File: config.mk
export PLATFORM = sky130hd
export DESIGN_NAME = dice_regs
export DESIGN_NICKNAME = d
export VERILOG_FILES = /design/src/dipolar_ising_config_energy_core_assert.svh /design/src/dice_pkg.sv /design/src/dice_regs.sv
export SDC_FILE = /design/constraint.sdc
export NUM_CORES = 1
export LEC_CHECK = 0
export ABC_AREA = 1
export BUFFER_PORTS_ARGS = -buffer_cell sky130_fd_sc_hd__buf_2
export CAP_MARGIN = 20
export CORE_MARGIN = 2
export CORE_UTILIZATION = 39
export CTS_CLUSTER_DIAMETER = 30
export DETAILED_ROUTE_END_ITERATION = 10
export PLACE_DENSITY_LB_ADDON = 0.3
export SLEW_MARGIN = 20
export SYNTH_ARGS = -nofsm -noshare
export SYNTH_HDL_FRONTEND = slang
export SYNTH_SLANG_ARGS = --single-unit
File: constraint.sdc
create_clock -name clk -period 2.1 [get_ports clk]
set_input_delay 0.21 -clock clk [delete_from_list [all_inputs] [get_ports clk]]
set_output_delay 0.21 -clock clk [all_outputs]
set_load 0.03 [all_outputs]
File: src/dipolar_ising_config_energy_core_assert.svh
// ----------------------------------------------------------------------------
// Dipolar Ising energy core assertion macros
// Shared property forms for the checks in the core's RTL.
// ----------------------------------------------------------------------------
`ifndef DIPOLAR_ISING_CONFIG_ENERGY_CORE_ASSERT_SVH
`define DIPOLAR_ISING_CONFIG_ENERGY_CORE_ASSERT_SVH

// Same-cycle implication under the asynchronous active-low reset.
`define DICE_ASSERT_IMPL(lbl, clk, rst_n, ante, cons) \
	lbl: assert property (@(posedge clk) disable iff (!rst_n) (ante) |-> (cons)) \
		else $error("dice assertion failed");

// Next-cycle implication under the asynchronous active-low reset.
`define DICE_ASSERT_NEXT(lbl, clk, rst_n, ante, cons) \
	lbl: assert property (@(posedge clk) disable iff (!rst_n) (ante) |=> (cons)) \
		else $error("dice assertion failed");

`endif

File: src/dice_pkg.sv
// ----------------------------------------------------------------------------
// Dipolar Ising energy package
// Types, codes and fixed constants shared by the core's modules.
// ----------------------------------------------------------------------------
package dice_pkg;

	localparam int IDX_W = 5;
	localparam int SC_W = 5;
	localparam int RAD_W = 16;
	localparam int PADDR_W = 3;
	localparam int PDATA_W = 32;
	localparam int DVD_W = 60;
	localparam int DVS_W = 51;
	localparam int ENERGY_W = 48;
	localparam int MAG_W = 32;
	localparam logic [SC_W-1:0] SPIN_COUNT_RST = 5'd16;
	localparam logic [RAD_W-1:0] RADIUS_RST = 16'd256;
	localparam logic signed [19:0] HALF_SQRT2_Q16 = 20'sd46341;

	typedef enum logic [0:0] {
		REG_SPIN_COUNT = 1'b0,
		REG_RADIUS     = 1'b1
	} reg_idx_t;

	typedef enum logic [1:0] {
		DM_SQRT,
		DM_SHORT,
		DM_LONG
	} div_mode_t;

	typedef enum logic [5:0] {
		OP_NONE, OP_LOAD, OP_INIT, OP_LIM, OP_LDI, OP_MAGM, OP_MAGA, OP_LDJ,
		OP_DXX, OP_DYY, OP_D2, OP_COIN, OP_SQS, OP_R, OP_UXS, OP_UX, OP_UYS,
		OP_UY, OP_PIM1, OP_PIM2, OP_PI, OP_PJM1, OP_PJM2, OP_PJ, OP_AM1,
		OP_AM2, OP_AM3, OP_A, OP_R2, OP_R3, OP_TS, OP_T, OP_OUT
	} op_t;

	typedef enum logic [5:0] {
		ST_IDLE, ST_LIM, ST_RDI, ST_LDI, ST_MAGM, ST_MAGA, ST_JCHK, ST_RDJ,
		ST_LDJ, ST_DXX, ST_DYY, ST_D2, ST_CHK, ST_SQS, ST_SQW, ST_UXS, ST_UXW,
		ST_UYS, ST_UYW, ST_PIM1, ST_PIM2, ST_PI, ST_PJM1, ST_PJM2, ST_PJ,
		ST_AM1, ST_AM2, ST_AM3, ST_A, ST_R2, ST_R3, ST_TS, ST_TW, ST_NEXTJ,
		ST_NEXTI, ST_DONE
	} state_t;

	typedef struct packed {
		op_t op;
		logic [IDX_W-1:0] addr;
	} dice_cmd_t;

	typedef struct packed {
		logic d2_zero;
		logic d2_over;
		logic div_busy;
	} dice_status_t;

endpackage

File: src/dice_regs.sv
// ----------------------------------------------------------------------------
// Dipolar Ising energy configuration registers
// APB-style register file for spin count and interaction radius.
// ----------------------------------------------------------------------------
module dice_regs (
	input  logic clk,
	input  logic arst_n,
	input  logic psel,
	input  logic penable,
	input  logic pwrite,
	input  logic [dice_pkg::PADDR_W-1:0] paddr,
	input  logic [dice_pkg::PDATA_W-1:0] pwdata,
	output logic [dice_pkg::PDATA_W-1:0] prdata,
	output logic pready,
	output logic [dice_pkg::SC_W-1:0] spin_count,
	output logic [dice_pkg::RAD_W-1:0] interaction_radius
);
	import dice_pkg::*;

	reg_idx_t idx;
	logic wr_en;

	assign idx = reg_idx_t'(paddr[2]);
	assign pready = 1'b1;
	assign wr_en = psel && penable && pwrite;

	always_ff @(posedge clk or negedge arst_n) begin
		if (!arst_n) begin
			spin_count <= SPIN_COUNT_RST;
			interaction_radius <= RADIUS_RST;
		end else if (wr_en) begin
			case (idx)
				REG_SPIN_COUNT: spin_count <= pwdata[SC_W-1:0];
				REG_RADIUS:     interaction_radius <= pwdata[RAD_W-1:0];
				default: ;
			endcase
		end
	end

	always_comb begin
		case (idx)
			REG_SPIN_COUNT: prdata = PDATA_W'(spin_count);
			REG_RADIUS:     prdata = PDATA_W'(interaction_radius);
			default:        prdata = '0;
		endcase
	end
endmodule

# Yosys cells after proc, flatten, opt, wreduce, memory -nomap -nowiden

Cells that the tools add are included.

Register bits after elaboration: 21
Input port bits: 40
Output and inout bits: 54

Multiplexer cells: 1
Bitwise gates (word level): 1
Reductions and logical operators: 4

Operators with widths:

| operator            | count |
|---|---|
| $pmux W32 S2        | 1 |
| $reduce_and A2 Y1   | 2 |
| $logic_and A1 B1 Y1 | 2 |
| $not A1 Y1          | 1 |

# Longest topological paths before layout

Depth after elaboration: 3
Gate-level depth with buffers: 5
Mapped depth without buffers: 4

# Worst setup path before layout

Ideal clock, no wire load.

Path kind: flip-flop to output port
From: register spin_count[4] in the netlist's numbering
To: output port prdata[4] in the netlist's numbering
Arrival time: 0.897 ns
Path slack: 0.993 ns
Cell stages (with the launch flop): 3
Path buffers: 0
Cell sequence: dfstp_2 nand2_1 nand2_1

Cells in the longest elaborated chain, start to end: 1

Ends and longest elaborated chain:

| item                   | RTL line        | text |
|---|---|---|
| from (decl)            | dice_regs.sv:15 | `output logic [dice_pkg::SC_W-1:0] spin_count,` |
| from (signal assigned) | dice_regs.sv:33 | `REG_SPIN_COUNT: spin_count <= pwdata[SC_W-1:0];` |
| $pmux W32 S2           | dice_regs.sv:41 | `case (idx)` |
| to (decl)              | dice_regs.sv:13 | `output logic [dice_pkg::PDATA_W-1:0] prdata,` |

No other way between the ends. The select of a mux whose other input is x is not followed.

# Final worst setup path

Ends and elaborated chain as after synthesis.

==> metrics.csv <==
metric,value,unit
grt-busiest-layer,met2,
cts_setup_buffers,0,
number_of_max_slew_violations_in_the_final_report,0,
worst_hold_path_class,in2reg,
grt.met2_usage,0.226,
fin_crit_sh,0.649,
preCtsSetupSlack,763,ps
r2r_cells,2,
cts.sinks,21,
hold_viol,0,
yosysWarnings,0,
routed_wire_length_per_instance,10.2,um
ant_nets,0,
placement.io_buffers,58,
vias_per_cell,4.39,
cts.path.max_buffers,2,
clock_power_share,0.148,
flow.area_growth_from_synthesis,19.8,%
setup_crit_path_kind,reg2out,
cts.hold.buffers_added,1,
detail_route.first_pass.iterations,4,
finalSetupTns,0,ps
library_cell_used_as_clock_root_buffer,sky130_fd_sc_hd__clkbuf_4,
final_layout_size_suffix_gt1_frac,0.337,
antenna_violations_before_repair,0,
grt_start_max_net_pins,22,
final_period_minus_worst_setup_slack,1360,ps
netlist_area,1190,um2
nNetsFinal,249,
timing.critical_path.fanout_max,3,
critPathArrivalTime,1150,ps
kind_of_start_point_of_the_critical_path,register,
die-width,59.4,um
cts-htree-levels,1,
io_pins,94,
cp.required,1890,ps
rsz0062_at_grt,false,
worstHoldPathCells,3,
grt_first_pass_wirelength,3800,um
tritoncts,done,
effective_utilization_at_floorplan,0.401,
r2r-start,interaction_radius[8],
fp.dieArea,3520,um2
dr_total_vias,1057,
powerDensity,901,nW/um2
drv_cap,0,
route.detailed.drc,0,
fin_worst_skew,0,ps
vdd_ir_drop_max,398,uV
gp_congestion,0.712,
synth_area_per_cell,7.76,um2
routed_wl,2460,um
clock_transition_at_the_register_clock_pins_on_the_worst_setup_and_hold_paths_after_cts,110,ps
power_share_of_the_sequential_group,0.419,
outcome,"complete, no violations",
cts_buffers,3,
violation_count_after_the_first_detailed_route_iteration,43,
met1_usage,0.191,
detailed_place_hpwl,1800,um
grt-ovfl-total,0,
clock_latency,290,ps
yosysSeqAreaShare,0.442,
ys_seq_elements,21,
first_global_vias,867,
timing.hold.worst_endpoint,interaction_radius[8],
gr-usage-all-layers,0.140,
hold_path_startpoint,pwdata[8],
setup_violations,0,
p_leak,0.000945,uW
combinationalPowerShare,0.433,
fp.dieH,59.4,um
achievable-frequency,734,MHz
num_antenna_cells,0,
post_cts.resized_instances,0,
reg2reg_to,interaction_radius[8],
power.share.switching,0.456,
postLayoutSetupSlackWorst,738,ps
yosys.cell_types.count,15,
core_area,2980,um2
groute.layer.met3.usage,0.0262,
internal-power,702,uW
placement_rows,20,
net-switching-power,588,uW
fillers,323,
post_synth_inst_count,154,
critical_path.endpoint_type,primary output,
minimum_setup_slack_among_reg_to_reg_paths,1380,ps
==> through the flow <==
| step | hold slack [ps] | std cells | power (uW) | util | area, um2 |
|---|---|---|---|---|---|
| after global routing | 125 | 241 | 1370 | 0.481 | 1430 |
| final | 113 | 241 | 1290 | 0.481 | 1430 |
| after floorplan | -85.6 | 169 | 970 | - | 1250 |
| after CTS | 103 | 241 | 1310 | 0.481 | 1430 |
| after global placement | 186 | 236 | 1100 | 0.468 | 1400 |
| after detailed placement | 197 | 236 | 1110 | 0.468 | 1400 |
==> layer usage <==
metal | routed length, um | up-vias
li1 | - | 542
met5 | 0 | -
met4 | 0 | 0
met1 | 1110 | 468
met3 | 213 | 0
met2 | 1140 | 47
==> worst max-delay path by stage <==
| stage | start | to | slack [ps] |
|---|---|---|---|
| 2_1_floorplan | spin_count[4] | prdata[4] | 990 |
| 3_3_place_gp | paddr[2] | spin_count[1] | 770 |
| 3_5_place_dp | paddr[2] | spin_count[2] | 760 |
| 4_1_cts | spin_count[4] | prdata[4] | 730 |
| 5_1_grt | spin_count[4] | prdata[4] | 680 |
| 6_report | spin_count[4] | prdata[4] | 740 |
==> critical path, cell delays in order, from the launching register on <==
cell,delay [ps]
sky130_fd_sc_hd__dfstp_2,560
sky130_fd_sc_hd__nand2_1,50
sky130_fd_sc_hd__nand2_1,60
sky130_fd_sc_hd__buf_2,190
==> registers in the layout, indices dropped and copies added (netlist names) <==
name                flops
interaction_radius     16
spin_count              5
==> cells in the final DEF (no fill, tap or decap), drive strengths merged <==
master       Yosys  layout
nand2           69      69
buf             25      59
nand3           21      21
dfrtp           19      19
conb             2      17
inv             13      13
clkbuf           0       4
dfstp            2       2
nand4            2       2
nor2             1       1
dlygate4sd3      0       1
==> power groups by stage <==
stage	combinational (uW)	clock [uW]	sequential, uW
after floorplan	270	0	700
after global placement	557	0	547
after detailed placement	564	0	547
after CTS	565	202	541
after global routing	602	214	552
final	559	191	540
==> cells by family (layout without fill, tap and decap cells) <==
| kind of cell | after synthesis | count (layout) | share of synthesized area |
|---|---|---|---|
| and+or+nand+nor | 93 | 93 | 0.348 |
| buffers and inverters | 38 | 77 | 0.204 |
| DFF | 21 | 21 | 0.442 |
| other | 2 | 17 | 0.00629 |
==> cells in the mapped netlist <==
master	n	area share
sky130_fd_sc_hd__nand2_1	68	0.21
sky130_fd_sc_hd__dfstp_2	2	0.044
sky130_fd_sc_hd__nand3_2	2	0.017
sky130_fd_sc_hd__inv_2	1	0.0031
sky130_fd_sc_hd__buf_6	4	0.038
sky130_fd_sc_hd__nand3_1	19	0.080
sky130_fd_sc_hd__buf_4	18	0.11
sky130_fd_sc_hd__conb_1	2	0.0063
sky130_fd_sc_hd__nand4_1	1	0.0052
sky130_fd_sc_hd__nand2_2	1	0.0052
sky130_fd_sc_hd__nand4_4	1	0.018
sky130_fd_sc_hd__buf_2	3	0.013
sky130_fd_sc_hd__nor2_4	1	0.0094
sky130_fd_sc_hd__inv_1	12	0.038
sky130_fd_sc_hd__dfrtp_1	19	0.40
==> cell type report <==
cell class,instances,area [um2],share of cell area
Tap cell,33,41.3,0.0288
Sequential cell,21,528,0.369
Multi-Input combinational cell,110,479,0.335
Inverter,13,48.8,0.0341
Clock buffer,4,26.3,0.0184
Timing Repair Buffer,60,308,0.215
No activity file was read; power rests on OpenSTA's default activity.
