### config.mk
export PLATFORM = sky130hd
export DESIGN_NAME = dice_ctrl
export DESIGN_NICKNAME = d
export VERILOG_FILES = /design/src/dice_pkg.sv /design/src/dice_ctrl.sv
export VERILOG_INCLUDE_DIRS = /design/src /design/src/src
export SDC_FILE = /design/constraint.sdc
export NUM_CORES = 1
export LEC_CHECK = 0
export BUFFER_PORTS_ARGS = -buffer_cell sky130_fd_sc_hd__buf_4
export CAP_MARGIN = 30
export CELL_PAD_IN_SITES_DETAIL_PLACEMENT = 2
export CELL_PAD_IN_SITES_GLOBAL_PLACEMENT = 2
export CORE_ASPECT_RATIO = 0.6
export CORE_UTILIZATION = 31
export CTS_CLUSTER_SIZE = 25
export DETAILED_ROUTE_END_ITERATION = 6
export GPL_TIMING_DRIVEN = 0
export HOLD_SLACK_MARGIN = 0.12
export PLACE_DENSITY_LB_ADDON = 0.1
export SYNTH_ARGS = -nofsm -noshare
export SYNTH_HDL_FRONTEND = slang
export SYNTH_SLANG_ARGS = --single-unit
### constraint.sdc
create_clock -name clk -period 1.7 [get_ports clk]
set_input_delay 0.255 -clock clk [delete_from_list [all_inputs] [get_ports clk]]
set_output_delay 0.255 -clock clk [all_outputs]
set_load 0.1 [all_outputs]
### src/dipolar_ising_config_energy_core_assert.svh
// ----------------------------------------------------------------------------
// Dipolar Ising energy core assertion macros
// Shared property forms for the checks in the core's RTL.
// ----------------------------------------------------------------------------
`ifndef DIPOLAR_ISING_CONFIG_ENERGY_CORE_ASSERT_SVH
`define DIPOLAR_ISING_CONFIG_ENERGY_CORE_ASSERT_SVH

// Same-cycle implication under the asynchronous active-low reset.
`define DICE_ASSERT_IMPL(lbl, clk, rst_n, ante, cons) \
	lbl: assert property (@(posedge clk) disable iff (!rst_n) (ante) |-> (cons)) \
		else $error("dice assertion failed");

// Next-cycle implication under the asynchronous active-low reset.
`define DICE_ASSERT_NEXT(lbl, clk, rst_n, ante, cons) \
	lbl: assert property (@(posedge clk) disable iff (!rst_n) (ante) |=> (cons)) \
		else $error("dice assertion failed");

`endif

### src/dice_pkg.sv
// ----------------------------------------------------------------------------
// Dipolar Ising energy package
// Types, codes and fixed constants shared by the core's modules.
// ----------------------------------------------------------------------------
package dice_pkg;

	localparam int IDX_W = 5;
	localparam int SC_W = 5;
	localparam int RAD_W = 16;
	localparam int PADDR_W = 3;
	localparam int PDATA_W = 32;
	localparam int DVD_W = 60;
	localparam int DVS_W = 51;
	localparam int ENERGY_W = 48;
	localparam int MAG_W = 32;
	localparam logic [SC_W-1:0] SPIN_COUNT_RST = 5'd16;
	localparam logic [RAD_W-1:0] RADIUS_RST = 16'd256;
	localparam logic signed [19:0] HALF_SQRT2_Q16 = 20'sd46341;

	typedef enum logic [0:0] {
		REG_SPIN_COUNT = 1'b0,
		REG_RADIUS     = 1'b1
	} reg_idx_t;

	typedef enum logic [1:0] {
		DM_SQRT,
		DM_SHORT,
		DM_LONG
	} div_mode_t;

	typedef enum logic [5:0] {
		OP_NONE, OP_LOAD, OP_INIT, OP_LIM, OP_LDI, OP_MAGM, OP_MAGA, OP_LDJ,
		OP_DXX, OP_DYY, OP_D2, OP_COIN, OP_SQS, OP_R, OP_UXS, OP_UX, OP_UYS,
		OP_UY, OP_PIM1, OP_PIM2, OP_PI, OP_PJM1, OP_PJM2, OP_PJ, OP_AM1,
		OP_AM2, OP_AM3, OP_A, OP_R2, OP_R3, OP_TS, OP_T, OP_OUT
	} op_t;

	typedef enum logic [5:0] {
		ST_IDLE, ST_LIM, ST_RDI, ST_LDI, ST_MAGM, ST_MAGA, ST_JCHK, ST_RDJ,
		ST_LDJ, ST_DXX, ST_DYY, ST_D2, ST_CHK, ST_SQS, ST_SQW, ST_UXS, ST_UXW,
		ST_UYS, ST_UYW, ST_PIM1, ST_PIM2, ST_PI, ST_PJM1, ST_PJM2, ST_PJ,
		ST_AM1, ST_AM2, ST_AM3, ST_A, ST_R2, ST_R3, ST_TS, ST_TW, ST_NEXTJ,
		ST_NEXTI, ST_DONE
	} state_t;

	typedef struct packed {
		op_t op;
		logic [IDX_W-1:0] addr;
	} dice_cmd_t;

	typedef struct packed {
		logic d2_zero;
		logic d2_over;
		logic div_busy;
	} dice_status_t;

endpackage

### src/dice_ctrl.sv
// ----------------------------------------------------------------------------
// Dipolar Ising energy controller
// Sequences spin loads, pair walks and result hand-off over the datapath.
// ----------------------------------------------------------------------------
module dice_ctrl #(
	parameter int MAX_SPINS = 16
) (
	input  logic clk,
	input  logic arst_n,
	input  logic in_valid,
	input  logic in_func,
	output logic in_ready,
	output logic out_valid,
	input  logic out_ready,
	input  logic [dice_pkg::SC_W-1:0] spin_count,
	output dice_pkg::dice_cmd_t cmd,
	input  dice_pkg::dice_status_t status
);
	import dice_pkg::*;

	localparam int CW = $clog2(MAX_SPINS + 1);

	state_t state_q, state_d;
	logic [CW-1:0] i_q, j_q, n_q;
	logic out_valid_q;

	always_comb begin
		state_d = state_q;
		case (state_q)
			ST_IDLE:  if (in_valid && in_func) state_d = ST_LIM;
			ST_LIM:   state_d = (n_q == '0) ? ST_DONE : ST_RDI;
			ST_RDI:   state_d = ST_LDI;
			ST_LDI:   state_d = ST_MAGM;
			ST_MAGM:  state_d = ST_MAGA;
			ST_MAGA:  state_d = ST_JCHK;
			ST_JCHK:  state_d = (j_q < n_q) ? ST_RDJ : ST_NEXTI;
			ST_RDJ:   state_d = ST_LDJ;
			ST_LDJ:   state_d = ST_DXX;
			ST_DXX:   state_d = ST_DYY;
			ST_DYY:   state_d = ST_D2;
			ST_D2:    state_d = ST_CHK;
			ST_CHK: begin
				if (status.d2_over || status.d2_zero) begin
					state_d = ST_NEXTJ;
				end else begin
					state_d = ST_SQS;
				end
			end
			ST_SQS:   state_d = ST_SQW;
			ST_SQW:   if (!status.div_busy) state_d = ST_UXS;
			ST_UXS:   state_d = ST_UXW;
			ST_UXW:   if (!status.div_busy) state_d = ST_UYS;
			ST_UYS:   state_d = ST_UYW;
			ST_UYW:   if (!status.div_busy) state_d = ST_PIM1;
			ST_PIM1:  state_d = ST_PIM2;
			ST_PIM2:  state_d = ST_PI;
			ST_PI:    state_d = ST_PJM1;
			ST_PJM1:  state_d = ST_PJM2;
			ST_PJM2:  state_d = ST_PJ;
			ST_PJ:    state_d = ST_AM1;
			ST_AM1:   state_d = ST_AM2;
			ST_AM2:   state_d = ST_AM3;
			ST_AM3:   state_d = ST_A;
			ST_A:     state_d = ST_R2;
			ST_R2:    state_d = ST_R3;
			ST_R3:    state_d = ST_TS;
			ST_TS:    state_d = ST_TW;
			ST_TW:    if (!status.div_busy) state_d = ST_NEXTJ;
			ST_NEXTJ: state_d = ST_JCHK;
			ST_NEXTI: begin
				state_d = ((CW+1)'(i_q) + 1'b1 < (CW+1)'(n_q)) ? ST_RDI : ST_DONE;
			end
			ST_DONE:  if (!out_valid_q || out_ready) state_d = ST_IDLE;
			default:  state_d = ST_IDLE;
		endcase
	end

	always_comb begin
		cmd.op = OP_NONE;
		cmd.addr = IDX_W'(i_q);
		in_ready = 1'b0;
		case (state_q)
			ST_IDLE: begin
				in_ready = 1'b1;
				if (in_valid) cmd.op = in_func ? OP_INIT : OP_LOAD;
			end
			ST_LIM:  cmd.op = OP_LIM;
			ST_LDI:  cmd.op = OP_LDI;
			ST_MAGM: cmd.op = OP_MAGM;
			ST_MAGA: cmd.op = OP_MAGA;
			ST_RDJ:  cmd.addr = IDX_W'(j_q);
			ST_LDJ: begin
				cmd.addr = IDX_W'(j_q);
				cmd.op = OP_LDJ;
			end
			ST_DXX:  cmd.op = OP_DXX;
			ST_DYY:  cmd.op = OP_DYY;
			ST_D2:   cmd.op = OP_D2;
			ST_CHK:  if (!status.d2_over && status.d2_zero) cmd.op = OP_COIN;
			ST_SQS:  cmd.op = OP_SQS;
			ST_SQW:  if (!status.div_busy) cmd.op = OP_R;
			ST_UXS:  cmd.op = OP_UXS;
			ST_UXW:  if (!status.div_busy) cmd.op = OP_UX;
			ST_UYS:  cmd.op = OP_UYS;
			ST_UYW:  if (!status.div_busy) cmd.op = OP_UY;
			ST_PIM1: cmd.op = OP_PIM1;
			ST_PIM2: cmd.op = OP_PIM2;
			ST_PI:   cmd.op = OP_PI;
			ST_PJM1: cmd.op = OP_PJM1;
			ST_PJM2: cmd.op = OP_PJM2;
			ST_PJ:   cmd.op = OP_PJ;
			ST_AM1:  cmd.op = OP_AM1;
			ST_AM2:  cmd.op = OP_AM2;
			ST_AM3:  cmd.op = OP_AM3;
			ST_A:    cmd.op = OP_A;
			ST_R2:   cmd.op = OP_R2;
			ST_R3:   cmd.op = OP_R3;
			ST_TS:   cmd.op = OP_TS;
			ST_TW:   if (!status.div_busy) cmd.op = OP_T;
			ST_DONE: if (!out_valid_q || out_ready) cmd.op = OP_OUT;
			default: ;
		endcase
	end

	always_ff @(posedge clk or negedge arst_n) begin
		if (!arst_n) begin
			state_q <= ST_IDLE;
			i_q <= '0;
			j_q <= '0;
			n_q <= '0;
			out_valid_q <= 1'b0;
		end else begin
			state_q <= state_d;
			if (cmd.op == OP_INIT) begin
				i_q <= '0;
				n_q <= (spin_count > SC_W'(MAX_SPINS)) ? CW'(MAX_SPINS) : CW'(spin_count);
			end
			if (state_q == ST_MAGA) j_q <= i_q + 1'b1;
			if (state_q == ST_NEXTJ) j_q <= j_q + 1'b1;
			if (state_q == ST_NEXTI) i_q <= i_q + 1'b1;
			if (cmd.op == OP_OUT) begin
				out_valid_q <= 1'b1;
			end else if (out_ready) begin
				out_valid_q <= 1'b0;
			end
		end
	end

	assign out_valid = out_valid_q;

	`include "dipolar_ising_config_energy_core_assert.svh"

	`DICE_ASSERT_IMPL(a_div_idle_start, clk, arst_n, (cmd.op == OP_SQS || cmd.op == OP_UXS || cmd.op == OP_UYS || cmd.op == OP_TS), !status.div_busy)
	`DICE_ASSERT_NEXT(a_out_raised, clk, arst_n, cmd.op == OP_OUT, out_valid_q)
	`DICE_ASSERT_IMPL(a_pair_order, clk, arst_n, state_q == ST_LDJ, (i_q < j_q) && (j_q < n_q))
endmodule
Word-level counts from Yosys, hierarchy flattened
Index checks and enable logic that the tools add are counted.
{"block": "totals", "ff_bits": 22, "inputBits": 13, "output_inout_bits": 13, "word_cells": 97}
{"block": "op_classes", "add_sub_neg": 3, "n_lt_le_gt_ge": 3, "n_eq_ne": 43, "n_mux": 29, "n_reduce_logical": 14}
{"op": "6-bit case mux with 35 select lines", "count": 1}
{"op": "6-bit case mux with 31 select lines", "count": 1}
{"op": "6-bit by 5-bit == test with 1-bit output, second input constant", "count": 16}
{"op": "6-bit 2-to-1 mux", "count": 11}
{"op": "6-bit by 4-bit == test with 1-bit output, second input constant", "count": 8}
{"op": "5-bit 2-to-1 mux", "count": 8}
{"op": "6-bit == test, second input constant", "count": 5}
{"op": "6-bit by 3-bit == test with 1-bit output, second input constant", "count": 4}
{"op": "6-bit by 2-bit == test with 1-bit output, second input constant", "count": 3}
{"op": "4-bit 2-to-1 mux", "count": 3}
{"op": "2-bit inequality test, second input constant", "count": 6}
{"op": "5-bit by 1-bit adder with 5-bit output, second input constant", "count": 2}
{"op": "5-bit by 1-bit adder with 6-bit output, second input constant", "count": 1}
{"op": "6-bit by 1-bit == test with 1-bit output, second input constant", "count": 1}
{"op": "6-bit zero test", "count": 1}
{"op": "6-bit by 5-bit less-than comparator with 1-bit output", "count": 1}
{"op": "6-bit AND reduction", "count": 1}
{"op": "2-bit nonzero test", "count": 3}
{"op": "5-bit greater-than comparator, second input constant", "count": 1}
{"op": "5-bit zero test", "count": 1}
{"op": "5-bit less-than comparator", "count": 1}
{"op": "2-bit 2-to-1 mux", "count": 2}
{"op": "2-bit OR reduction", "count": 2}
{"op": "1-bit 2-to-1 mux", "count": 3}
{"op": "other kinds (3)", "count": 6}

Logic depth before layout (Yosys ltp)
{"block": "logic_depth", "word_depth": 7, "mapped_depth": 8, "mapped_depth_nobuf": 8}

Least setup slack after synthesis
Ideal clock, no wire load.
{"block": "synth_path", "kind": "register -> output", "from": "register state_q[3]", "to": "output cmd[8] (netlist name)", "arrival_ns": 3.253, "setup_slack_ns": -1.808, "path_stages_with_launch": 7, "n_path_buf": 2, "cell_sequence": "dfrtp_1 > buf_6 > clkbuf_1 > nand3_1 > o21ai_0 > a22oi_1 > o21ai_0"}
{"item": "from (decl)", "line": "dice_ctrl.sv:23", "rtl": "state_t state_q, state_d;"}
{"item": "from (signal assigned)", "line": "dice_ctrl.sv:133", "rtl": "state_q <= state_d;"}
{"item": "to (decl)", "line": "dice_ctrl.sv:16", "rtl": "output dice_pkg::dice_cmd_t cmd,"}

==> impl_metrics.json <==
{
  "status": "finished, violations left",
  "violations": "negative setup slack",
  "nets": 343,
  "synthAdderAreaFrac_pct": 6.68,
  "path_max_fanout": 7,
  "ys_seq_elements": 22,
  "power_leakage_nw": 1.38,
  "io_buffer_count": 25,
  "synthTopCellsByArea": "dfrtp_1 27%, ha_1 6.2%, o21ai_0 6.2%",
  "hold_viol": 0,
  "cap_violations": 0,
  "place_area_um2": 2440,
  "clock_skew_ns": 0.00299,
  "via_per_inst": 6.17,
  "period_share_pct": 142,
  "die_h_um": 64.6,
  "ys_types": 56,
  "drcViolationCount": 0,
  "dp_cells": 362,
  "synth_edf_count": 0,
  "holdPathEnd": "n_q[0]",
  "clock_sinks": 22,
  "multi_input_area_um2": 1650,
  "core_um2": 6190,
  "synth_commonest_cells": "27 x nand2_1, 25 x o21ai_0, 22 x dfrtp_1, 16 x nand3_1, 14 x nor2_1",
  "num_antenna_cells": 0,
  "htreeDepth": 1,
  "yosysMostFrequentCell": "nand2_1",
  "power.density_nw_per_um2": 2440,
  "antenna_left": 0,
  "firstDrtPassIters": 4,
  "synth_top_family_by_area": "simple AND/OR/NAND/NOR gates",
  "reg2reg_depth": 8,
  "gp_congestion": 0.839,
  "rsz0062_at_grt": "true",
  "relSlewSlack_pct": 62.8,
  "stdcell_count": 403,
  "dp_hpwl_um": 6170,
  "reg2reg_from": "i_q[0]",
  "seq_area_frac_synth_pct": 27.2,
  "slew_violations": 0,
  "vias": 2486,
  "syn_area_per_cell_um2": 7.99,
  "synthCells": 253,
  "fin_crit_ns": 2.41,
  "die_w_um": 106,
  "rows": 22,
  "power_mw": 7.82,
  "drive_above_1_share_pct": 47.3,
  "root_buffer": "clkbuf_8",
  "grt_overflow": 0,
  "worstPathArrival_ns": 2.15,
  "design_area_um2": 3210,
  "hold_ws_ns": 0.215,
  "clk_pin_slew_worst_paths_ns": 0.10,
  "dieArea_um2": 6860,
  "startpoint_type": "register",
  "wl_met3_um": 850,
  "fmax_ghz": 0.415,
  "drt-wirelength-per-cell_um": 27.7,
  "synth_compound_area_share_pct": 21.8,
  "synth_top_area_share_pct": 27.2,
  "clockBufferDepth": 2,
  "reg2reg_to": "state_q[5]",
  "end_kind": "output pin",
  "top_layer": "met4",
  "critPathRequiredTime_ns": 1.44,
  "synthArstFlopShare_pct": 100,
  "syn-cell-area_um2": 2020,
  "wl_met2_um": 5060,
  "grt_pass1_vias": 2410,
  "fill_cells": 639,
  "setup_violations": 31,
  "insertion_delay_ns": 0.29,
  "pin_count": 26,
  "critPathKind": "register to output pin",
  "synthFlopType": "dfrtp_1",
  "tightest_slew_ns": 0.556,
  "drt-met1-wl_um": 4950,
  "hold_path_class": "input port to register",
  "synth_nets": 276,
  "grt_start_max_net_pins": 23,
  "synthMuxAreaShare_pct": 3.34,
  "synth_xor_area_share_pct": 2.17,
  "fin_ws_ns": -0.708,
  "cts_buffers": 3,
  "antenna_found_initial": 0,
  "grt_pass1_wl_um": 14400,
  "drtIter0Drc": 140,
  "hold_start": "spin_count[0]",
  "yosysTopAreaCell": "dfrtp_1",
  "grt.total_usage_pct": 28.2,
  "drt_wl_total_um": 11200,
  "yosys_warnings": 0,
  "cp-startpoint": "state_q[2]",
  "rrSetupSlack_ns": -0.43,
  "hold_depth": 3,
  "yosys.area_share.simple_pct": 32.1,
  "tritoncts": "done",
  "register_area_um2": 559,
  "ir_drop_uv": 1930,
  "initial_core_util_pct": 32.6,
  "area_growth_pct": 58.5
}
## registers in the layout, indices dropped and copies added (netlist names)
signal     flops
i_q            5
n_q            5
state_q        6
j_q            5
out_valid      1
## worst max path at each step
stage                  end  cells after the start
global route        cmd[6]                      8
floorplan           cmd[5]                      4
finish              cmd[6]                      8
detailed placement  cmd[7]                      6
global placement    cmd[7]                      6
CTS                 cmd[7]                      7
## final cells by class
cell class                 instances  share of cell area (%)
multi-input combinational        204                    51.4
tap                               84                    3.28
timing repair buffer              62                    20.5
sequential                        22                    17.4
buffer                            16                    4.25
inverter                          11                    1.48
clock buffer                       4                    1.72
## cell usage in the layout, fill, tap and decap left out, types with 7 or more instances in the layout
cell type  instances
dfrtp_1           15
inv_1              8
a21oi_1            9
o21ai_2            7
nand3b_1           7
buf_6             17
ha_1               8
o21ai_0           11
dfrtp_2            7
nand3_1           11
nor2_1            10
o21ai_1            8
buf_12            12
nand2_1           23
buf_4             41
## metrics by stage
stage | utilization [%] | setup TNS, ns | setup WS (ns)
2_1_floorplan | - | -3.53 | -0.592
3_3_place_gp | 39.3 | -7.45 | -0.889
3_5_place_dp | 39.3 | -8.32 | -0.872
4_1_cts | 47.1 | -7.97 | -0.656
5_1_grt | 51.8 | -11.23 | -0.773
6_report | 51.8 | -9.88 | -0.708
## timing repair
action	4_1_cts	5_1_grt
gates cloned	0	1
endpoints found under the setup margin	31	32
hold buffers	1	0
pin swaps	15	23
setup buffers	23	14
endpoints found under the hold margin	22	0
resized for setup	72	57
## power by group
part,internal [mW],total (mW),switching [mW]
clock network,0.208,0.431,0.223
registers,0.749,1.10,0.353
logic,2.46,6.28,3.83
total,3.41,7.82,4.40
## per-layer routing
| metal | GRT usage [%] | vias up |
|---|---|---|
| met1 | 40.9 | 1273 |
| li1 | - | 1063 |
| met2 | 43.4 | 128 |
| met5 | 0 | - |
| met4 | 4.51 | 0 |
| met3 | 6.04 | 22 |
## worst max-delay path: stages, from the launching register on
cell and delay (ns):
dfrtp_1 0.39, buf_6 0.14, or2_2 0.28, buf_6 0.16, a22oi_1 0.23, nor2_1 0.12, nor3_2 0.25, nand3_4 0.12
buf_12 0.18
## cell families after synthesis
kind of cell,Yosys count
AND/OR/NAND/NOR,111
AO/OA/AOI/OAI,71
buffers and inverters,27
flip-flops,22
adder cells (fa/ha/maj),11
multiplexers,6
XOR/XNOR,5
Power figures use the tool's default switching activity.
