===== config.mk =====
export PLATFORM = sky130hd
export DESIGN_NAME = dice_datapath
export DESIGN_NICKNAME = d
export VERILOG_FILES = /design/src/dipolar_ising_config_energy_core_assert.svh /design/src/dice_pkg.sv /design/src/dice_div.sv /design/src/dice_datapath.sv
export SDC_FILE = /design/constraint.sdc
export NUM_CORES = 2
export LEC_CHECK = 0
export BUFFER_PORTS_ARGS = -buffer_cell sky130_fd_sc_hd__buf_4
export CAP_MARGIN = 0
export CORE_MARGIN = 5
export CORE_UTILIZATION = 30
export CTS_BUF_LIST = sky130_fd_sc_hd__clkbuf_16
export DETAILED_ROUTE_END_ITERATION = 6
export GPL_TIMING_DRIVEN = 0
export SYNTH_ARGS = -nofsm -noshare
export SYNTH_HDL_FRONTEND = slang
export SYNTH_SLANG_ARGS = --single-unit

===== constraint.sdc =====
create_clock -name clk -period 9.9 [get_ports clk]
set_clock_uncertainty 0.1 [all_clocks]
set_input_delay 0.495 -clock clk [delete_from_list [all_inputs] [get_ports clk]]
set_output_delay 0.495 -clock clk [all_outputs]
set_load 0.01 [all_outputs]

===== src/dipolar_ising_config_energy_core_assert.svh =====
// ----------------------------------------------------------------------------
// Dipolar Ising energy core assertion macros
// Shared property forms for the checks in the core's RTL.
// ----------------------------------------------------------------------------
`ifndef DIPOLAR_ISING_CONFIG_ENERGY_CORE_ASSERT_SVH
`define DIPOLAR_ISING_CONFIG_ENERGY_CORE_ASSERT_SVH

// Same-cycle implication under the asynchronous active-low reset.
`define DICE_ASSERT_IMPL(lbl, clk, rst_n, ante, cons) \
	lbl: assert property (@(posedge clk) disable iff (!rst_n) (ante) |-> (cons)) \
		else $error("dice assertion failed");

// Next-cycle implication under the asynchronous active-low reset.
`define DICE_ASSERT_NEXT(lbl, clk, rst_n, ante, cons) \
	lbl: assert property (@(posedge clk) disable iff (!rst_n) (ante) |=> (cons)) \
		else $error("dice assertion failed");

`endif


===== src/dice_pkg.sv =====
// ----------------------------------------------------------------------------
// Dipolar Ising energy package
// Types, codes and fixed constants shared by the core's modules.
// ----------------------------------------------------------------------------
package dice_pkg;

	localparam int IDX_W = 5;
	localparam int SC_W = 5;
	localparam int RAD_W = 16;
	localparam int PADDR_W = 3;
	localparam int PDATA_W = 32;
	localparam int DVD_W = 60;
	localparam int DVS_W = 51;
	localparam int ENERGY_W = 48;
	localparam int MAG_W = 32;
	localparam logic [SC_W-1:0] SPIN_COUNT_RST = 5'd16;
	localparam logic [RAD_W-1:0] RADIUS_RST = 16'd256;
	localparam logic signed [19:0] HALF_SQRT2_Q16 = 20'sd46341;

	typedef enum logic [0:0] {
		REG_SPIN_COUNT = 1'b0,
		REG_RADIUS     = 1'b1
	} reg_idx_t;

	typedef enum logic [1:0] {
		DM_SQRT,
		DM_SHORT,
		DM_LONG
	} div_mode_t;

	typedef enum logic [5:0] {
		OP_NONE, OP_LOAD, OP_INIT, OP_LIM, OP_LDI, OP_MAGM, OP_MAGA, OP_LDJ,
		OP_DXX, OP_DYY, OP_D2, OP_COIN, OP_SQS, OP_R, OP_UXS, OP_UX, OP_UYS,
		OP_UY, OP_PIM1, OP_PIM2, OP_PI, OP_PJM1, OP_PJM2, OP_PJ, OP_AM1,
		OP_AM2, OP_AM3, OP_A, OP_R2, OP_R3, OP_TS, OP_T, OP_OUT
	} op_t;

	typedef enum logic [5:0] {
		ST_IDLE, ST_LIM, ST_RDI, ST_LDI, ST_MAGM, ST_MAGA, ST_JCHK, ST_RDJ,
		ST_LDJ, ST_DXX, ST_DYY, ST_D2, ST_CHK, ST_SQS, ST_SQW, ST_UXS, ST_UXW,
		ST_UYS, ST_UYW, ST_PIM1, ST_PIM2, ST_PI, ST_PJM1, ST_PJM2, ST_PJ,
		ST_AM1, ST_AM2, ST_AM3, ST_A, ST_R2, ST_R3, ST_TS, ST_TW, ST_NEXTJ,
		ST_NEXTI, ST_DONE
	} state_t;

	typedef struct packed {
		op_t op;
		logic [IDX_W-1:0] addr;
	} dice_cmd_t;

	typedef struct packed {
		logic d2_zero;
		logic d2_over;
		logic div_busy;
	} dice_status_t;

endpackage


===== src/dice_div.sv =====
// ----------------------------------------------------------------------------
// Dipolar Ising energy divide and root unit
// Restoring divider and integer square root, one result bit per cycle.
// ----------------------------------------------------------------------------
module dice_div (
	input  logic clk,
	input  logic arst_n,
	input  logic start,
	input  dice_pkg::div_mode_t mode,
	input  logic [dice_pkg::DVD_W-1:0] dividend,
	input  logic [dice_pkg::DVS_W-1:0] divisor,
	output logic busy,
	output logic [dice_pkg::DVD_W-1:0] quot
);
	import dice_pkg::*;

	logic busy_q;
	logic [5:0] cnt_q;
	div_mode_t mode_q;
	logic [DVD_W-1:0] sh_q;
	logic [DVS_W:0] rem_q;
	logic [DVD_W-1:0] quot_q;
	logic [DVS_W-1:0] dvs_q;
	logic [DVS_W:0] rem_div;
	logic [19:0] rem_rt;
	logic [19:0] trial;
	logic ge_div;
	logic ge_rt;

	assign rem_div = {rem_q[DVS_W-1:0], sh_q[DVD_W-1]};
	assign ge_div = rem_div >= {1'b0, dvs_q};
	assign rem_rt = {rem_q[17:0], sh_q[DVD_W-1:DVD_W-2]};
	assign trial = {1'b0, quot_q[16:0], 2'b01};
	assign ge_rt = rem_rt >= trial;

	always_ff @(posedge clk or negedge arst_n) begin
		if (!arst_n) begin
			busy_q <= 1'b0;
			cnt_q <= '0;
		end else if (start) begin
			busy_q <= 1'b1;
			case (mode)
				DM_SQRT:  cnt_q <= 6'd17;
				DM_SHORT: cnt_q <= 6'd32;
				default:  cnt_q <= 6'd60;
			endcase
		end else if (busy_q) begin
			cnt_q <= cnt_q - 6'd1;
			if (cnt_q == 6'd1) begin
				busy_q <= 1'b0;
			end
		end
	end

	always_ff @(posedge clk) begin
		if (start) begin
			mode_q <= mode;
			dvs_q <= divisor;
			rem_q <= '0;
			quot_q <= '0;
			case (mode)
				DM_SQRT:  sh_q <= {dividend[33:0], 26'b0};
				DM_SHORT: sh_q <= {dividend[31:0], 28'b0};
				default:  sh_q <= dividend;
			endcase
		end else if (busy_q) begin
			if (mode_q == DM_SQRT) begin
				rem_q <= (DVS_W+1)'(ge_rt ? rem_rt - trial : rem_rt);
				quot_q <= {quot_q[DVD_W-2:0], ge_rt};
				sh_q <= {sh_q[DVD_W-3:0], 2'b00};
			end else begin
				rem_q <= ge_div ? rem_div - {1'b0, dvs_q} : rem_div;
				quot_q <= {quot_q[DVD_W-2:0], ge_div};
				sh_q <= {sh_q[DVD_W-2:0], 1'b0};
			end
		end
	end

	assign busy = busy_q;
	assign quot = quot_q;
endmodule


===== src/dice_datapath.sv =====
// ----------------------------------------------------------------------------
// Dipolar Ising energy datapath
// Spin store, shared multiplier, divide unit and the pair accumulators.
// ----------------------------------------------------------------------------
module dice_datapath #(
	parameter int MAX_SPINS = 16
) (
	input  logic clk,
	input  logic arst_n,
	input  dice_pkg::dice_cmd_t cmd,
	output dice_pkg::dice_status_t status,
	input  logic [dice_pkg::RAD_W-1:0] interaction_radius,
	input  logic [3:0] spin_index,
	input  logic signed [15:0] pos_x,
	input  logic signed [15:0] pos_y,
	input  logic signed [15:0] moment_x,
	input  logic signed [15:0] moment_y,
	input  logic [15:0] config_index,
	output logic signed [47:0] energy,
	output logic signed [31:0] magnetization,
	output logic [15:0] config_echo,
	output logic coincident_pair
);
	import dice_pkg::*;

	localparam int AW = $clog2(MAX_SPINS);
	localparam logic signed [60:0] E_MAX = 61'sd140737488355327;
	localparam logic signed [60:0] E_MIN = -61'sd140737488355328;

	logic [63:0] mem_q [MAX_SPINS];
	logic [63:0] rd_q;
	logic [IDX_W-1:0] widx;
	logic [15:0] pattern_q;
	logic flip;
	logic signed [16:0] ld_px, ld_py, ld_mx, ld_my;
	logic signed [16:0] pxi_q, pyi_q, mxi_q, myi_q, mxj_q, myj_q;
	logic signed [16:0] dx_q, dy_q, ux_q, uy_q;
	logic [16:0] adx, ady;
	logic [33:0] d2_q;
	logic [31:0] r2lim_q;
	logic [16:0] r_q;
	logic signed [35:0] mul_a;
	logic signed [19:0] mul_b;
	logic mul_en;
	logic signed [55:0] prod_q;
	logic signed [35:0] tmp_q;
	logic signed [35:0] dot;
	logic [35:0] adot;
	logic signed [19:0] pi_q, pj_q, pnew;
	logic signed [39:0] a_q;
	logic [39:0] abs_a;
	logic [35:0] pm;
	logic [19:0] rnd;
	logic signed [47:0] energy_q;
	logic signed [31:0] mag_q;
	logic coin_q;
	logic signed [60:0] term, esum;
	logic div_start;
	div_mode_t div_mode;
	logic [DVD_W-1:0] div_dvd;
	logic [DVS_W-1:0] div_dvs;
	logic div_busy;
	logic [DVD_W-1:0] div_quot;
	logic signed [16:0] qsh;

	assign widx = IDX_W'(spin_index);
	assign flip = !cmd.addr[4] && pattern_q[cmd.addr[3:0]];
	assign ld_px = 17'(signed'(rd_q[63:48]));
	assign ld_py = 17'(signed'(rd_q[47:32]));
	assign ld_mx = flip ? -17'(signed'(rd_q[31:16])) : 17'(signed'(rd_q[31:16]));
	assign ld_my = flip ? -17'(signed'(rd_q[15:0])) : 17'(signed'(rd_q[15:0]));
	assign adx = dx_q[16] ? 17'(-dx_q) : 17'(dx_q);
	assign ady = dy_q[16] ? 17'(-dy_q) : 17'(dy_q);
	assign dot = tmp_q + prod_q[35:0];
	assign adot = dot[35] ? 36'(-dot) : 36'(dot);
	assign pnew = dot[35] ? -20'(signed'({1'b0, adot[34:14]})) : 20'(signed'({1'b0, adot[34:14]}));
	assign abs_a = a_q[39] ? 40'(-a_q) : 40'(a_q);
	assign pm = prod_q[35] ? 36'(-prod_q[35:0]) : 36'(prod_q[35:0]);
	assign rnd = 20'((pm + 36'd32768) >> 16);
	assign qsh = 17'(signed'({1'b0, div_quot[15:0]}));
	assign term = a_q[39] ? -61'(signed'({1'b0, div_quot})) : 61'(signed'({1'b0, div_quot}));
	assign esum = 61'(energy_q) + term;

	always_ff @(posedge clk) begin
		if (cmd.op == OP_LOAD && widx < IDX_W'(MAX_SPINS)) begin
			mem_q[widx[AW-1:0]] <= {pos_x, pos_y, moment_x, moment_y};
		end
		rd_q <= mem_q[cmd.addr[AW-1:0]];
	end

	always_comb begin
		mul_en = 1'b1;
		mul_a = '0;
		mul_b = '0;
		case (cmd.op)
			OP_INIT: begin
				mul_a = 36'(signed'({1'b0, interaction_radius}));
				mul_b = 20'(signed'({1'b0, interaction_radius}));
			end
			OP_MAGM: begin
				mul_a = 36'(mxi_q) + 36'(myi_q);
				mul_b = HALF_SQRT2_Q16;
			end
			OP_DXX: begin
				mul_a = 36'(dx_q);
				mul_b = 20'(dx_q);
			end
			OP_DYY: begin
				mul_a = 36'(dy_q);
				mul_b = 20'(dy_q);
			end
			OP_PIM1: begin
				mul_a = 36'(mxi_q);
				mul_b = 20'(ux_q);
			end
			OP_PIM2: begin
				mul_a = 36'(myi_q);
				mul_b = 20'(uy_q);
			end
			OP_PJM1: begin
				mul_a = 36'(mxj_q);
				mul_b = 20'(ux_q);
			end
			OP_PJM2: begin
				mul_a = 36'(myj_q);
				mul_b = 20'(uy_q);
			end
			OP_AM1: begin
				mul_a = 36'(mxi_q);
				mul_b = 20'(mxj_q);
			end
			OP_AM2: begin
				mul_a = 36'(myi_q);
				mul_b = 20'(myj_q);
			end
			OP_AM3: begin
				mul_a = 36'(pi_q);
				mul_b = pj_q;
			end
			OP_R2: begin
				mul_a = 36'(signed'({1'b0, r_q}));
				mul_b = 20'(signed'({1'b0, r_q}));
			end
			OP_R3: begin
				mul_a = 36'(signed'({1'b0, prod_q[33:0]}));
				mul_b = 20'(signed'({1'b0, r_q}));
			end
			default: mul_en = 1'b0;
		endcase
	end

	always_comb begin
		div_start = 1'b1;
		div_mode = DM_LONG;
		div_dvd = '0;
		div_dvs = '0;
		case (cmd.op)
			OP_SQS: begin
				div_mode = DM_SQRT;
				div_dvd = DVD_W'(d2_q);
			end
			OP_UXS: begin
				div_mode = DM_SHORT;
				div_dvd = DVD_W'({adx, 14'b0});
				div_dvs = DVS_W'(r_q);
			end
			OP_UYS: begin
				div_mode = DM_SHORT;
				div_dvd = DVD_W'({ady, 14'b0});
				div_dvs = DVS_W'(r_q);
			end
			OP_TS: begin
				div_dvd = {abs_a, 20'b0};
				div_dvs = prod_q[DVS_W-1:0];
			end
			default: div_start = 1'b0;
		endcase
	end

	dice_div u_div (
		.clk      (clk),
		.arst_n   (arst_n),
		.start    (div_start),
		.mode     (div_mode),
		.dividend (div_dvd),
		.divisor  (div_dvs),
		.busy     (div_busy),
		.quot     (div_quot)
	);

	always_ff @(posedge clk) begin
		if (mul_en) begin
			prod_q <= mul_a * mul_b;
		end
		case (cmd.op)
			OP_INIT: begin
				pattern_q <= config_index;
				energy_q <= '0;
				mag_q <= '0;
				coin_q <= 1'b0;
			end
			OP_LIM: r2lim_q <= prod_q[31:0];
			OP_LDI: begin
				pxi_q <= ld_px;
				pyi_q <= ld_py;
				mxi_q <= ld_mx;
				myi_q <= ld_my;
			end
			OP_MAGA: mag_q <= prod_q[35] ? mag_q - MAG_W'(rnd) : mag_q + MAG_W'(rnd);
			OP_LDJ: begin
				mxj_q <= ld_mx;
				myj_q <= ld_my;
				dx_q <= pxi_q - ld_px;
				dy_q <= pyi_q - ld_py;
			end
			OP_DYY: d2_q <= prod_q[33:0];
			OP_D2:  d2_q <= d2_q + prod_q[33:0];
			OP_COIN: coin_q <= 1'b1;
			OP_R:   r_q <= div_quot[16:0];
			OP_UX:  ux_q <= dx_q[16] ? -qsh : qsh;
			OP_UY:  uy_q <= dy_q[16] ? -qsh : qsh;
			OP_PIM2, OP_PJM2, OP_AM2: tmp_q <= prod_q[35:0];
			OP_PI:  pi_q <= pnew;
			OP_PJ:  pj_q <= pnew;
			OP_AM3: tmp_q <= tmp_q + prod_q[35:0];
			OP_A:   a_q <= 40'(tmp_q) - 40'(prod_q) - (40'(prod_q) <<< 1);
			OP_T: begin
				if (esum > E_MAX) begin
					energy_q <= E_MAX[47:0];
				end else if (esum < E_MIN) begin
					energy_q <= E_MIN[47:0];
				end else begin
					energy_q <= esum[47:0];
				end
			end
			OP_OUT: begin
				energy <= energy_q;
				magnetization <= mag_q;
				config_echo <= pattern_q;
				coincident_pair <= coin_q;
			end
			default: ;
		endcase
	end

	assign status.d2_zero = d2_q == '0;
	assign status.d2_over = d2_q > {2'b00, r2lim_q};
	assign status.div_busy = div_busy;
endmodule


-- After elaboration in Yosys (flattened, before gate mapping)
Memories as Yosys holds them, arrays and structs flattened. A register that Yosys moved wholly into a read port is not among the register bits.
Index checks and enable logic that the tools add are counted.
- reduce and logical (&&, ||, !) cells: 21
- add/subtract/negate cells: 24
- multiply operators: 1
- muxes and demuxes: 44
- equal/unequal tests: 34
- order comparisons: 7
- operators with widths (operator ; number):
    36-bit case mux with 11 select lines ; 1
    60-bit case mux with 4 select lines ; 1
    20-bit case mux with 10 select lines ; 1
    60-bit 2-to-1 mux ; 3
    51-bit 2-to-1 mux ; 3
    60-bit case mux with 2 select lines ; 1
    51-bit case mux with 2 select lines ; 1
    6-bit by 5-bit equality test with 1-bit output (second input constant) ; 16
    48-bit 2-to-1 mux ; 2
    48-bit case mux with 2 select lines ; 1
    36-bit case mux with 2 select lines ; 1
    17-bit 2-to-1 mux ; 4
    34-bit case mux with 2 select lines ; 1
    32-bit case mux with 2 select lines ; 1
    48-bit by 61-bit adder with 61-bit output ; 1
    61-bit by 48-bit > comparator with 1-bit output (second input constant) ; 1
    61-bit by 48-bit < comparator with 1-bit output (second input constant) ; 1
    61-bit 2-to-1 mux ; 1
    60-bit negation with 61-bit output ; 1
    52-bit by 51-bit >= comparator with 1-bit output ; 1
    36-bit by 20-bit multiplier with 51-bit output ; 1
    16-bit negation with 17-bit output ; 3
    51-bit subtractor ; 1
    6-bit by 4-bit equality test with 1-bit output (second input constant) ; 8
    other kinds (45) ; 75
- RAM bits: 1024
- output and inout port bits: 100
- memories: 1
- flip-flop bits (word level): 843
- logic and storage cells: 167
- memory list (name ; depth ; bits a word ; read ports ; clocked after Yosys merged registers in ; wr ports ; line ; RTL):
    mem_q ; 16 ; 64 ; 1 ; 1 ; 1 ; dice_datapath.sv:30 ; logic [63:0] mem_q [MAX_SPINS];

-- Longest topological paths before layout
- depth in word-level cells: 7
- mapped depth: 45

-- By module
Synthesis repeated with hierarchy kept, for this count alone.
- cells, all modules: 10177
- area, all modules: 120620.7 um2
- by module, submodules not included (module ; instances ; seq. area each (um2) ; area each (um2) ; cells each):
    dice_datapath ; 1 ; 50408.3 ; 106109.3 ; 8570
    dice_div ; 1 ; 5790.6 ; 14511.4 ; 1607

-- Worst setup path before layout
Ideal clock, no wire load.
- path type: input to register
- start point: input port cmd[6] (netlist bit)
- end point: register prod_q[47] (data pin)
- data arrival time: 9.652 ns
- stages: 38
- setup time: 0.260 ns
- setup slack: -0.112 ns
- data required time: 9.540 ns
- path buffers: 3
- cell sequence: clkbuf_1 > inv_1 > nor2_1 > nand2_1 > nor2_1 > clkbuf_1 > a222oi_1 > nand3_1 > clkbuf_1 > nand2_1 > fa_1 > inv_1 > fa_1 > inv_1 > fa_1 > inv_1 > fa_1 > inv_1 > [... 2 more ...] > fa_1 > inv_1 > fa_1 > inv_1 > ha_1 > a21oi_1 > nor2_1 > or3_1 > o31a_1 > o21ai_0 > a21oi_1 > a21oi_1 > o211a_1 > nor2_1 > a21o_1 > a31o_2 > a21oi_1 > xnor2_1
- cells in the longest elaborated chain, start to end: 4
- elaborated cells on any way between the ends: 21
- those cells by class: 1 x mul; 13 x eq/ne; 2 x mux; 5 x reduce/logical
- ends and longest elaborated chain (element ; line ; RTL):
    start, declared ; dice_datapath.sv:10 ; input dice_pkg::dice_cmd_t cmd,
    6-bit by 5-bit equality test with 1-bit output ; dice_datapath.sv:95 ; case (cmd.op)
    2-bit OR reduction (no line) ; -- ;
    36-bit case mux with 11 select lines / 20-bit case mux with 10 select lines (equally long branches) ; dice_datapath.sv:95 ;
    36-bit by 20-bit multiplier with 51-bit output (*) ; dice_datapath.sv:193 ; prod_q <= mul_a * mul_b;
    end signal, assigned ; dice_datapath.sv:193 ;
    end, declared ; dice_datapath.sv:45 ; logic signed [55:0] prod_q;
Mark *: on every way between the ends. The rest lies on a longest branch, timed or not.
A chain may end at the register's enable or synchronous reset.

-- Worst setup path in the final report
- start point: input port cmd[7] (netlist bit)
- end point: register prod_q[50] (data pin)
Same word-level chain as after synthesis.

==> results.cfg <==
[floorplanning]
start_util = 0.300
io_pins = 213
die-area_um2 = 408000
core_um2 = 395000
rows = 231
die_height_um = 639
die_w_um = 639

[finish]
utilization = 0.350
nFillCells = 38731
syn2layout_area_growth_pct = 16.5
drive_above_1_share = 0.125
final_cells = 16114
layout.nets = 12018
final_cell_area_um2 = 138000

[place]
gp_congestion = 0.976
port_buffers = 209
dp_cells = 15554
dpl-instance-area_um2 = 129000
dp.final_hpwl_um = 289000

[synthesis]
yosysMostFrequentCell = edfxtp_1
yosysSeqAreaShare = 0.473
syn_area_um2 = 119000
synth_edf_count = 1749
yosys_warnings = 0
netlist-cell-type-count = 100
synth_common_cells = 1749 x edfxtp_1, 1165 x inv_1, 993 x nand2_1
synth_area_leaders = edfxtp_1 44%, fa_1 12%, mux4_2 6.1%
syn_area_per_cell_um2 = 11.9
synthArstFlopShare = 0.00363
syn_inst = 9994
synth_ff_type = edfxtp_1
syn_nets = 11335
synth_top_cell_by_area = edfxtp_1
synth-seq-cells = 1931
synth_top_cell_area_share = 0.442

[sta]
hold_viol_final = 0
slew_violations = 0
rsz0062_at_grt = true
max_slew_margin = 0.00416
fin_ws_ns = -0.286
holdWs_ns = 0.0308
period_needed_ns = 10.19
tightest_slew_ns = 1.49
fmax_mhz = 98.2
setup_viol = 7
fin_crit_sh = 1.03

[critical_path]
crit_top_cell = fa_1
crit_type = in -> reg
r2r_start = myi_q[0]$_DFFE_PN_
cp_max_fo = 10
r2r_cells = 39
startpoint = cmd[7]
cp-end-kind = flop
slowest_delay_ns = 0.74
cp_slowest_cell = a221o_1
crit_required_ns = 10.36
cp-start-kind = primary input
worstPathArrival_ns = 10.65

[clocking]
numClockSinks = 1931
h-tree-depth = 4
insertion_delay_ns = 0.88
cts.path.max_buffers = 4
cts_tree = built
clk_pin_slew_ns = 0.07
cts_root_buffer = clkbuf_16
numCtsBuffers = 201

[route]
drt-met1-wl_um = 162000
route.met2.wl_um = 167000
drc = 14
drtIter0Drc = 9233
vias = 83321
wl_met3_um = 35500
postRouteAntennaNets = 0
drtPass1Iterations = 7
routedWlPerCell_um = 23.7
top_layer_used = met5
viasPerCell = 5.17
routed_wl_um = 381000

[power]
peakVddDrop_mv = 0.141
leakagePower_uw = 0.0534
powerDensity_nw_per_um2 = 182

[run_status]
status = complete, but fails checks
violations = design-rule violations, negative setup slack

[min_path]
hold_path.class = in -> async

[global_routing]
grt_util_all_layers = 0.181
grt_pass1_wl_um = 554000
grt_antenna_before_repair = 58
grt_max_degree = 50
grt_pass1_vias = 81653
grt_overflow_total = 0

[flow_run]
cap_violations = 0
[area by class of cell]
| type | instances | area (um2) | share of cell area |
|---|---|---|---|
| Sequential cell | 1931 | 56200 | 0.406 |
| Inverter | 1170 | 4400 | 0.0318 |
| Clock inverter | 160 | 1430 | 0.0103 |
| Tap cell | 5242 | 6560 | 0.0474 |
| Clock buffer | 206 | 5150 | 0.0373 |
| Antenna cell | 32 | 80.1 | 0.000579 |
| Buffer | 385 | 1590 | 0.0115 |
| Timing Repair Buffer | 494 | 5050 | 0.0365 |
| Multi-Input combinational cell | 6494 | 57800 | 0.418 |
[state kept, by name, indices dropped and copies added (netlist names), 20 cells and up]
name	flops
u_div.sh_q	60
r2lim_q	32
a_q	40
mem_q	1024
tmp_q	36
u_div.dvs_q	51
u_div.rem_q	51
rd_q	64
magnetization	32
pj_q	20
energy	48
u_div.quot	60
mag_q	32
d2_q	34
prod_q	51
pi_q	20
energy_q	48
[report_power, final]
| group | internal [uW] | switching (uW) | leakage (uW) |
|---|---|---|---|
| Combinational | 2900 | 4490 | 0.0325 |
| Clock | 4420 | 3300 | 0.00340 |
| Sequential | 9510 | 514 | 0.0175 |
| Total | 16800 | 8300 | 0.0534 |
[worst paths after layout]
path                                         endpoint  slack (ns)
max in group asynchronous  u_div.cnt_q[2]$_DFFE_PN0P_        8.93
min in group clk                   myj_q[2]$_DFFE_PN_        0.17
setup reg to reg                 prod_q[50]$_DFFE_PP_       -0.16
hold reg to reg                      r_q[9]$_DFFE_PN_        0.28
hold / removal             u_div.cnt_q[4]$_DFFE_PN0P_        0.03
setup / recovery                 prod_q[50]$_DFFE_PP_       -0.29
[cell families (layout without fill, tap and decap cells)]
family | count (synthesis) | in the layout | synth area share
AO/OA/AOI/OAI | 1722 | 1722 | 0.0942
adder cells (fa/ha/maj) | 1228 | 1228 | 0.174
AND/OR/NAND/NOR | 2556 | 2556 | 0.0972
buffers and inverters | 1569 | 2415 | 0.0497
other | 1 | 33 | 0.0000316
XOR/XNOR | 559 | 559 | 0.0414
multiplexers | 428 | 428 | 0.0704
flip-flops | 1931 | 1931 | 0.473
[per-stage QoR]
step | TNS, ns | setup WS (ns) | total power, uW
floorplan | 0 | 0.145 | 15200
global placement | -996.54 | -5.88 | 17200
detailed placement | -119.32 | -4.28 | 17300
CTS | -0.268 | -0.143 | 25100
global route | -4.03 | -0.476 | 26400
finish | -0.853 | -0.286 | 25100
[repair_timing]
item	4_1_cts	5_1_grt
gates resized for setup	236	77
setup buffers	72	17
setup endpoints to repair	40	52
hold buffers	86	0
pin swaps	104	87
endpoints found under the hold margin	1070	0
[layout by cell type, fill, tap and decap left out, types with 65 or more instances in the layout]
master,n
mux4_2,324
fa_1,692
mux2i_1,91
nand2b_1,89
ha_1,517
inv_1,1189
nor2b_1,73
clkbuf_1,286
buf_4,295
nor3_1,103
o21a_1,65
dfxtp_1,175
a21o_1,158
dlygate4sd3_1,86
nor2_1,730
clkbuf_16,206
nand3_1,85
a21oi_1,432
nand2_1,976
o21ai_0,381
xor2_1,159
edfxtp_1,1749
xnor2_1,389
[worst max-delay path, delay by kind of cell]
kind	cells	cell delay [ns]
fa+ha+maj	8	4.07
compound gates	10	2.74
simple gates	6	2.11
buf+inv	6	1.08
xor+xnor	1	0.13
[metal layers]
metal  track usage  up-vias
met3        0.0408      706
met5             0        -
li1              -    36856
met2         0.275     3761
met4        0.0686       24
met1         0.252    41974
Power figures use the tool's default switching activity.
